File: config.mk
export PLATFORM = sky130hd
export DESIGN_NAME = lesf_cell_unit
export DESIGN_NICKNAME = d
export VERILOG_FILES = /design/src/hdl/lesf_pkg.sv /design/src/hdl/lesf_cell_unit.sv
export VERILOG_INCLUDE_DIRS = /design/src /design/src/hdl
export SDC_FILE = /design/constraint.sdc
export NUM_CORES = 1
export LEC_CHECK = 0
export BUFFER_PORTS_ARGS = -buffer_cell sky130_fd_sc_hd__buf_2
export CAP_MARGIN = 20
export CORE_MARGIN = 2
export CORE_UTILIZATION = 45
export CTS_BUF_LIST = sky130_fd_sc_hd__clkbuf_2 sky130_fd_sc_hd__clkbuf_4 sky130_fd_sc_hd__clkbuf_8
export CTS_CLUSTER_DIAMETER = 40
export DETAILED_ROUTE_END_ITERATION = 10
export PLACE_DENSITY = 0.7
export SLEW_MARGIN = 20
export SYNTH_ARGS = -nofsm -noshare
export SYNTH_HDL_FRONTEND = slang
export SYNTH_SLANG_ARGS = --single-unit
export TNS_END_PERCENT = 10
File: constraint.sdc
create_clock -name clk -period 30.8 [get_ports clk]
set_input_delay 6.16 -clock clk [delete_from_list [all_inputs] [get_ports clk]]
set_output_delay 6.16 -clock clk [all_outputs]
set_load 0.02 [all_outputs]
File: src/hdl/assert_macros.svh
// assertion helpers shared by the rtl files
// every check is clocked on clk and held off while rst_n is low
`ifndef ASSERT_MACROS_SVH
`define ASSERT_MACROS_SVH

// property must hold at every rising edge out of reset
`define CHECK_PROP(label, prop, msg) \
    label: assert property (@(posedge clk) disable iff (!rst_n) (prop)) else $error(msg);

// condition must never be seen at a rising edge out of reset
`define CHECK_NEVER(label, cond, msg) \
    label: assert property (@(posedge clk) disable iff (!rst_n) !(cond)) else $error(msg);

`endif

File: src/hdl/lesf_pkg.sv
package lesf_pkg;

    localparam logic [7:0] NEWLINE_BYTE = 8'd10;
    localparam logic [7:0] EMPTY_RESET  = 8'd46;

    // fixed widths of the result fields
    localparam int SIZE_OUT_W = 11;
    localparam int COL_OUT_W  = 10;
    localparam int ROW_OUT_W  = 16;

    typedef enum logic [1:0] {
        KIND_CELL,
        KIND_NEWLINE,
        KIND_SKIP
    } item_kind_t;

    // control carried from the front end into the cell stage
    typedef struct packed {
        item_kind_t kind;
        logic       is_free;
        logic       up_ok;
        logic       last;
    } cell_ctl_t;

endpackage

File: src/hdl/lesf_cell_unit.sv
module lesf_cell_unit
    import lesf_pkg::*;
#(
    parameter int MAX_COLS = 1024,
    parameter int ROW_BITS = 16
)
(
    input  logic                              clk,
    input  logic                              rst_n,
    input  logic                              fire,
    input  cell_ctl_t                         ctl,
    input  logic [$clog2(MAX_COLS)-1:0]       col,
    input  logic [ROW_BITS-1:0]               row,
    input  logic [$clog2(MAX_COLS+1)-1:0]     up_data,
    output logic                              wr_en,
    output logic [$clog2(MAX_COLS+1)-1:0]     wr_data,
    output logic [$clog2(MAX_COLS+1)-1:0]     res_size,
    output logic [$clog2(MAX_COLS)-1:0]       res_col,
    output logic [ROW_BITS-1:0]               res_row,
    output logic                              res_overflow
);

`include "assert_macros.svh"

    localparam int ADDR_W = $clog2(MAX_COLS);
    localparam int SIZE_W = $clog2(MAX_COLS+1);

    logic [SIZE_W-1:0]   left_size_reg;
    logic [SIZE_W-1:0]   upleft_size_reg;
    logic [SIZE_W-1:0]   max_size_reg;
    logic [ADDR_W-1:0]   max_col_reg;
    logic [ROW_BITS-1:0] max_row_reg;
    logic                overflow_reg;

    logic [SIZE_W-1:0]   max_size_next;
    logic [ADDR_W-1:0]   max_col_next;
    logic [ROW_BITS-1:0] max_row_next;
    logic                overflow_next;

    logic [SIZE_W-1:0]   up;
    logic [SIZE_W-1:0]   lf;
    logic [SIZE_W-1:0]   ul;
    logic [SIZE_W-1:0]   min_ul;
    logic [SIZE_W-1:0]   min_all;
    logic [SIZE_W-1:0]   cur;
    logic                is_cell;
    logic                first_col;

    assign is_cell   = (ctl.kind == KIND_CELL);
    assign first_col = (col == '0);

    // neighbours outside the grid read as zero
    assign up = ctl.up_ok ? up_data : '0;
    assign lf = first_col ? '0 : left_size_reg;
    assign ul = first_col ? '0 : upleft_size_reg;

    assign min_ul  = (up < ul) ? up : ul;
    assign min_all = (lf < min_ul) ? lf : min_ul;
    assign cur     = ctl.is_free ? (min_all + SIZE_W'(1)) : '0;

    always_comb
    begin
        max_size_next = max_size_reg;
        max_col_next  = max_col_reg;
        max_row_next  = max_row_reg;
        overflow_next = overflow_reg | (ctl.kind == KIND_SKIP);
        if (is_cell && (cur > max_size_reg))
        begin
            max_size_next = cur;
            max_col_next  = ADDR_W'(SIZE_W'(col) + SIZE_W'(1) - cur);
            max_row_next  = row + ROW_BITS'(1) - ROW_BITS'(cur);
        end
    end

    always_ff @(posedge clk or negedge rst_n)
    begin
        if (!rst_n)
        begin
            left_size_reg   <= '0;
            upleft_size_reg <= '0;
            max_size_reg    <= '0;
            max_col_reg     <= '0;
            max_row_reg     <= '0;
            overflow_reg    <= 1'b0;
        end
        else if (fire)
        begin
            if (ctl.last)
            begin
                left_size_reg   <= '0;
                upleft_size_reg <= '0;
                max_size_reg    <= '0;
                max_col_reg     <= '0;
                max_row_reg     <= '0;
                overflow_reg    <= 1'b0;
            end
            else
            begin
                max_size_reg <= max_size_next;
                max_col_reg  <= max_col_next;
                max_row_reg  <= max_row_next;
                overflow_reg <= overflow_next;
                if (is_cell)
                begin
                    upleft_size_reg <= up;
                    left_size_reg   <= cur;
                end
                else if (ctl.kind == KIND_NEWLINE)
                begin
                    upleft_size_reg <= '0;
                    left_size_reg   <= '0;
                end
            end
        end
    end

    assign wr_en        = fire && is_cell;
    assign wr_data      = cur;
    assign res_size     = max_size_next;
    assign res_col      = max_col_next;
    assign res_row      = max_row_next;
    assign res_overflow = overflow_next;

    `CHECK_PROP(a_max_monotonic, (fire && !ctl.last) |=> (max_size_reg >= $past(max_size_reg)), "best size shrank within a map")
    `CHECK_PROP(a_cur_bounded, (fire && is_cell) |-> ((SIZE_W+1)'(cur) <= (SIZE_W+1)'(col) + (SIZE_W+1)'(1)), "square wider than its column")
    `CHECK_NEVER(a_square_fits, ((SIZE_W+1)'(max_col_reg) + (SIZE_W+1)'(max_size_reg) > (SIZE_W+1)'(MAX_COLS)), "best square runs past the row")

endmodule

==> summary.md, run 1 <==
| Metric | Value |
|---|---|
| Setup crit end kind | output port |
| Top FF cell, synth | dfrtp_1 |
| Most frequent cells in the layout | buf_2, ha_1, nand2_1 |
| Worst-Margin Slew | 0.8620 ns |
| Post-CTS Setup Inserts | 0 |
| Max incr delay on CP | 0.69 ns |
| Setup Viol. Count Final | 0 |
| Post-synth EDFFs | 0 |
| GP Congestion | 1.007 |
| Register area share after synthesis | 26.14% |
| CTS Sinks | 60 |
| Yosys cell types | 65 |
| Layout cells sized above 1 | 19.82% |
| Drt pass-1 iters | 8 |
| Setup TNS | 0 ns |
| Initial Utilization | 45.88% |
| Minimum clock period | 21.62 ns |
| Worst Clk Skew | 0.008260 ns |
| IO Port Bufs | 94 |
| Worst hold path class | reg -> reg |
| Largest net degree at the start of global routing | 61 |
| Most used cell, CP | a21oi_1 |
| Nets@finish | 879 |
| Synthesized cell area | 5743 um2 |
| Antenna cell count | 0 |
| CTS tree | done |
| Initial antenna violation count | 0 |
| Drt via density | 6.000 |
| Relative slew slack | 42.28% |
| Area of the multi-input gates | 3900 um2 |
| Post-route insts no fill | 934 |
| Final Cycle Share | 70.20% |
| Iter 0 DRT Violations | 411 |
| Vias in the first global route | 5323 |
| Share of the synthesized area in the top cell type | 26.14% |
| Critical Path Source | col[1] |
| Max reg flops | 16 |
| Seq cells post-synth | 60 |
| Die Wd | 117.0 um |
| Cts hold-fix bufs | 0 |
| Fin. Hold Viols | 0 |
| Fin. max-slew vios | 0 |
| CTS resizes | 0 |
| CP Class | in -> out |
| Peak supply drop | 46.13 uV |
| Ys Warns | 0 |
| Post-synth ARST share | 100.0% |
| Placed cells | 918 |
| Reg clk slew, reported paths | 0.06 ns |
| Total design power | 407.7 uW |
| Reg2reg start | upleft_size_reg[2] |
| Largest area contributor in the netlist | dfrtp_1 |
| Max_cap viols | 0 |
| Mapped Nets | 798 |
| Critical path's slowest cell | or3_1 |
| Drt drc | 0 |
| Wire length of the first global-routing pass | 28370 um |
| Fillcell total | 1228 |
| Synthesized area per cell | 8.496 um2 |
| Core area | 12520 um2 |
| Rows | 41 |
| Vias | 5604 |
| Skew-Pair Late Insertion Delay | 0.36 ns |
| Syn Inst Count | 676 |
| RSZ-0062 raised after global routing | no |
| Sequential Area | 1501 um2 |
| Die Ht | 117.0 um |
| Root Driver | clkbuf_8 |
| Overall routed net length | 17950 um |
| Power per cell area | 62.05 nW/um2 |
| Die area | 13680 um2 |
| Clk buf depth | 2 |
| Global Route Usage Sum | 27.21% |
| Wirelength per Cell | 19.21 um |
| CTS Buf Count | 9 |
| Status | finished clean |
| P_leak | 3.298 nW |
| Final ANT Viol Nets | 0 |
| Hold_sp | left_size_reg[10] |
| Top cells by area, synth | dfrtp_1, ha_1, o21ai_0, a22o_1, nand2_1 |
| Post-detail-place hpwl | 13940 um |
| H-Tree Depth | 3 |
| Area Overhead vs Synth | 14.42% |
| IO Count | 95 |
| CP Launch Type | primary input |
| Most common cell after layout, fill and taps aside | buf_2 |
| Worst EP required | 24.64 ns |
| F_max | 46.25 MHz |
| Total grt overflow | 0 |
| WP data arrival | 15.46 ns |
| Maximum fanout along the worst path | 34 |
-- Yosys cell counts (all sizes together) (5+ instances only) --
cell,instances
a211oi,5
a21o,14
a21oi,27
a22o,33
a31oi,9
and2,19
and3,7
and4,5
buf,9
clkbuf,22
dfrtp,60
ha,75
inv,54
mux2,15
mux2i,10
nand2,70
nand3,20
nand4,9
nor2,24
nor2b,5
nor3,14
o21a,7
o21ai,62
o221ai,9
o31ai,7
or2,7
or3,5
xnor2,16
xor2,12
-- per-stage QoR --
stage	util (%)	instance area, um2	hold WS (ns)	setup slack, ns
finish	52.50	6571	0.4929	9.177
global route	52.50	6571	0.5102	8.497
CTS	52.44	6564	0.4955	9.033
detailed placement	50.68	6344	0.4797	9.100
global placement	50.68	6344	0.4738	9.198
floorplan	-	5743	0.4402	10.51
-- critical path, delay by kind of cell --
kind / cells / cell delay, ns
simple gates: 6 / 2.69
buf+inv: 5 / 0.60
xor+xnor: 1 / 0.14
mux: 2 / 0.59
fa+ha+maj: 4 / 1.19
compound gates: 15 / 4.03
-- cell families (layout without fill, tap and decap cells) --
logic type               Yosys count  in the layout  share of synthesized area [%]
flip-flops                        60             60                          26.14
adder cells (fa/ha/maj)           77             77                          17.04
multiplexers                      25             25                          4.684
buffers and inverters             87            173                          6.078
AO/OA/AOI/OAI                    204            204                          24.71
AND/OR/NAND/NOR                  195            195                          17.08
XOR/XNOR                          28             28                          4.270
-- report_power, final --
group	total, mW	internal (mW)	switching (mW)
sequential	0.0988	0.0910	0.00787
clock	0.0822	0.0483	0.0339
combinational	0.227	0.0838	0.143
-- area by class of cell --
type	instances	share of cell area [%]
repair buffers	101	7.959
inverters	56	3.218
multi-input cells	529	59.35
well taps	172	3.275
clock buffers	11	2.209
flip-flops and latches	60	22.85
clock inverters	5	1.142
-- routing by layer --
metal / part of all wire (%) / track usage, %
met1: 44 / 37.04
met4: 2.1 / 8.549
met3: 7.1 / 5.407
met2: 46 / 43.78
met5: 0 / 0
-- worst paths after layout --
kind                                      endpoint  slack [ns]  cells after the start
worst max-delay path                    res_row[0]        9.18                     33
worst min-delay path             left_size_reg[10]        0.49                      2
worst max register to register      max_row_reg[1]       22.32                     30
worst min register to register   left_size_reg[10]        0.49                      2
max in group asynchronous       upleft_size_reg[6]       24.29                      2
min in group asynchronous           max_row_reg[3]        5.97                      2
Power figures use the tool's default switching activity.
==> run 2: changes to the inputs <==
--- a/config.mk
+++ b/config.mk
@@ -6,6 +6,7 @@
 export SDC_FILE = /design/constraint.sdc
 export NUM_CORES = 1
 export LEC_CHECK = 0
+export ABC_AREA = 1
 export BUFFER_PORTS_ARGS = -buffer_cell sky130_fd_sc_hd__buf_2
 export CAP_MARGIN = 20
 export CORE_MARGIN = 2
@@ -13,7 +14,7 @@
 export CTS_BUF_LIST = sky130_fd_sc_hd__clkbuf_2 sky130_fd_sc_hd__clkbuf_4 sky130_fd_sc_hd__clkbuf_8
 export CTS_CLUSTER_DIAMETER = 40
 export DETAILED_ROUTE_END_ITERATION = 10
-export PLACE_DENSITY = 0.7
+export PLACE_DENSITY = 0.73
 export SLEW_MARGIN = 20
 export SYNTH_ARGS = -nofsm -noshare
 export SYNTH_HDL_FRONTEND = slang
==> constraint.sdc (replaced) <==
create_clock -name clk -period 18.2 [get_ports clk]
set_input_delay 3.64 -clock clk [delete_from_list [all_inputs] [get_ports clk]]
set_output_delay 3.64 -clock clk [all_outputs]
set_load 0.02 [all_outputs]
==> run 2 against run 1 <==
Effect of this change:
- largest power group unchanged
- non-clock buffer count shrank 3
- sequential power grew 81%
- combinational power grew 100%
==> summary.md, run 2 <==
| Metric | Value |
|---|---|
| Status | finished clean |
| Relative slew slack | 43.21% (+0.93 points) |
| WP data arrival | 11.03 ns (-4.43 ns) |
| Mapped Nets | 882 (+11%) |
| Layout cells sized above 1 | 18.63% (-1.2 points) |
| Root Driver | clkbuf_8 |
| Most frequent cells in the layout | inv_1, nand2_1, buf_2 |
| Drt via density | 5.064 (-16%) |
| Critical Path Source | col[9] |
| Wirelength per Cell | 14.11 um (-27%) |
| Die area | 13130 um2 (-4.0%) |
| Minimum clock period | 14.67 ns |
| Worst Clk Skew | 0.01282 ns (+0.004561 ns) |
| Post-route cell area | 6274 um2 (-4.5%) |
| Fin. max-slew vios | 0 (unchanged) |
| Critical path's slowest cell | fa_1 |
| CTS Sinks | 60 (unchanged) |
| CP Class | in -> out |
| Most used cell, CP | nand2_1 |
| Largest area contributor in the netlist | dfrtp_1 |
| Placed Area | 6072 um2 (-4.3%) |
| Max incr delay on CP | 0.46 ns (-0.23 ns) |
| Fillcell total | 1126 (-8.3%) |
| Worst-Margin Slew | 0.8510 ns (-0.01106 ns) |
| Critical path buffer and inverter count | 7 (+2) |
| Total design power | 770.4 uW (+89%) |
| Post-CTS Setup Inserts | 0 (unchanged) |
| Most frequent cell after synthesis | inv_1 |
| Hold_sp | max_row_reg[13] |
| Drt pass-1 iters | 5 (-3) |
| Max reg flops | 16 (unchanged) |
| Register area share after synthesis | 27.27% (+1.1 points) |
| Core area | 11960 um2 (-4.4%) |
| Setup TNS | 0 ns (unchanged) |
| CTS Buf Count | 9 (unchanged) |
| Layout Utilization | 52.45% (about the same) |
| F_max | 68.18 MHz |
| Post-route insts no fill | 995 (+6.5%) |
| Post-synth EDFFs | 0 (unchanged) |
| Top cells by count, synth | inv_1, nand2_1, ha_1 |
| Overall routed net length | 14040 um (-22%) |
| Vias in the first global route | 4743 (-11%) |
| H-Tree Depth | 3 (unchanged) |
| Hold depth | 2 (unchanged) |
| Max_cap viols | 0 (unchanged) |
| Reg2reg end | max_row_reg[15] |
| Setup crit end kind | output port |
| Initial Utilization | 46.03% (+0.14 points) |
| Worst reg-to-reg setup slack | 11.26 ns (-11.06 ns) |
| Post-detail-place hpwl | 10630 um (-24%) |
| Cts hold-fix bufs | 0 (unchanged) |
| Crit path depth | 46 (+39%) |
| Drt drc | 0 (unchanged) |
| CP Launch Type | primary input |
| Die Wd | 114.6 um (-2.0%) |
| Termination of the worst setup path | res_row[15] |
| Vias | 5039 (-10%) |
| Clk buf depth | 2 (unchanged) |
| Initial antenna violation count | 0 (unchanged) |
| Ys Warns | 0 (unchanged) |
| IO Count | 95 (unchanged) |
| Seq cells post-synth | 60 (unchanged) |
| Rows | 40 (-2.4%) |
| Pre-CTS setup slack | 3.712 ns (-5.388 ns) |
| Antenna cell count | 0 (unchanged) |
| CTS tree | done |
| Synthesized area per cell | 7.244 um2 (-15%) |
| CTS resizes | 0 (unchanged) |
| Syn Inst Count | 760 (+12%) |
| Yosys cell types | 44 (-32%) |
| Placed cells | 979 (+6.6%) |
| Post-synth ARST share | 100.0% (unchanged) |
| Maximum fanout along the worst path | 21 (-38%) |
| Top cells by area, synth | dfrtp_1, ha_1, inv_1, nand2_1, o21ai_0 |
| Skew-Pair Late Insertion Delay | 0.36 ns (about the same) |
| Total grt overflow | 0 (unchanged) |
| Setup Viol. Count Final | 0 (unchanged) |
| Nets@finish | 965 (+9.8%) |
| Worst EP required | 14.56 ns (-10.08 ns) |
| IO Port Bufs | 94 (unchanged) |
| Area Overhead vs Synth | 13.95% |
| RSZ-0062 raised after global routing | no |
| Most common cell after layout, fill and taps aside | inv_1 |
| Top FF cell, synth | dfrtp_1 |
| Peak supply drop | 102.1 uV (+120%) |
| Final ANT Viol Nets | 0 (unchanged) |
| GP Congestion | 0.9115 (-9.5%) |
| Fin. Hold Viols | 0 (unchanged) |
| Wire length of the first global-routing pass | 23440 um (-17%) |
| P_leak | 3.638 nW (+10%) |
| Largest net degree at the start of global routing | 61 (unchanged) |
| Worst hold path class | reg -> reg |
| Hold_ws | 0.4829 ns (-0.009980 ns) |
| Iter 0 DRT Violations | 287 (-30%) |
| Reg2reg start | upleft_size_reg[6] |
| Register-to-Register Path Depth | 42 (+40%) |
| Final WS setup | 3.533 ns (-5.644 ns) |
| Power per cell area | 122.8 nW/um2 (+98%) |
| Global Route Usage Sum | 22.75% (-4.5 points) |
| Final Cycle Share | 80.59% |
| Share of the synthesized area in the top cell type | 27.27% (+1.1 points) |
| Reg clk slew, reported paths | 0.07 ns (about the same) |
| CP delay by family, top | simple AND/OR/NAND/NOR gates |
| Die Ht | 114.6 um (-2.0%) |
| Synthesized cell area | 5505 um2 (-4.1%) |
## run 2: cell types whose count changed after synthesis, sizes merged, moves of 11 or more
| cell | previous run | this run |
|---|---|---|
| and2 | 19 | 4 |
| nand2 | 70 | 165 |
| mux2 | 15 | 0 |
| nor2 | 24 | 45 |
| nor3 | 14 | 2 |
| inv | 54 | 162 |
| o22ai | 1 | 39 |
| a22o | 33 | 5 |
| a21o | 14 | 2 |
| o21ai | 62 | 75 |
| xnor2 | 16 | 5 |
## run 2: worst min path at each step
stage                                  to  slack [ns]
after CTS                 max_row_reg[13]        0.49
final                     max_row_reg[13]        0.48
after global routing       max_col_reg[9]        0.52
after detailed placement  max_row_reg[13]        0.47
after floorplan            max_col_reg[9]        0.44
after global placement     max_col_reg[9]        0.46
## run 2: area by class of cell
type / count / area, um2 / share of cell area, %
Clock buffer: 12 / 152.6 / 2.433
Multi-Input combinational cell: 512 / 3278 / 52.25
Sequential cell: 60 / 1501 / 23.93
Tap cell: 147 / 183.9 / 2.932
Timing Repair Buffer: 98 / 500.5 / 7.978
Clock inverter: 4 / 48.80 / 0.7778
Inverter: 162 / 608.1 / 9.693
## run 2: power by group
group | internal [mW] | leakage, nW | switching, mW
clock network | 0.0699 | 0.107 | 0.0579
registers | 0.167 | 0.827 | 0.0122
logic | 0.155 | 2.70 | 0.308
## run 2: cells by family (layout without fill, tap and decap cells)
logic type / Yosys count / after routing / share of synthesized area [%]
buffers and inverters: 188 / 276 / 13.18
flip-flops: 60 / 60 / 27.27
AND/OR/NAND/NOR: 255 / 255 / 21.89
XOR/XNOR: 16 / 16 / 2.545
AO/OA/AOI/OAI: 164 / 164 / 17.34
adder cells (fa/ha/maj): 77 / 77 / 17.77
## run 2: worst min-delay path: cells and delay by family (launching register included)
| kind | cells | cell delay, ns |
|---|---|---|
| simple gates | 1 | 0.05 |
| compound gates | 1 | 0.06 |
| flops | 1 | 0.34 |
## run 2: layer usage
layer / wire, um / up-vias / global-route usage [%]
li1: - / 2622 / -
met1: 6816 / 2273 / 32.09
met2: 6289 / 128 / 35.86
met3: 749 / 16 / 3.864
met4: 186 / 0 / 6.423
met5: 0 / - / 0
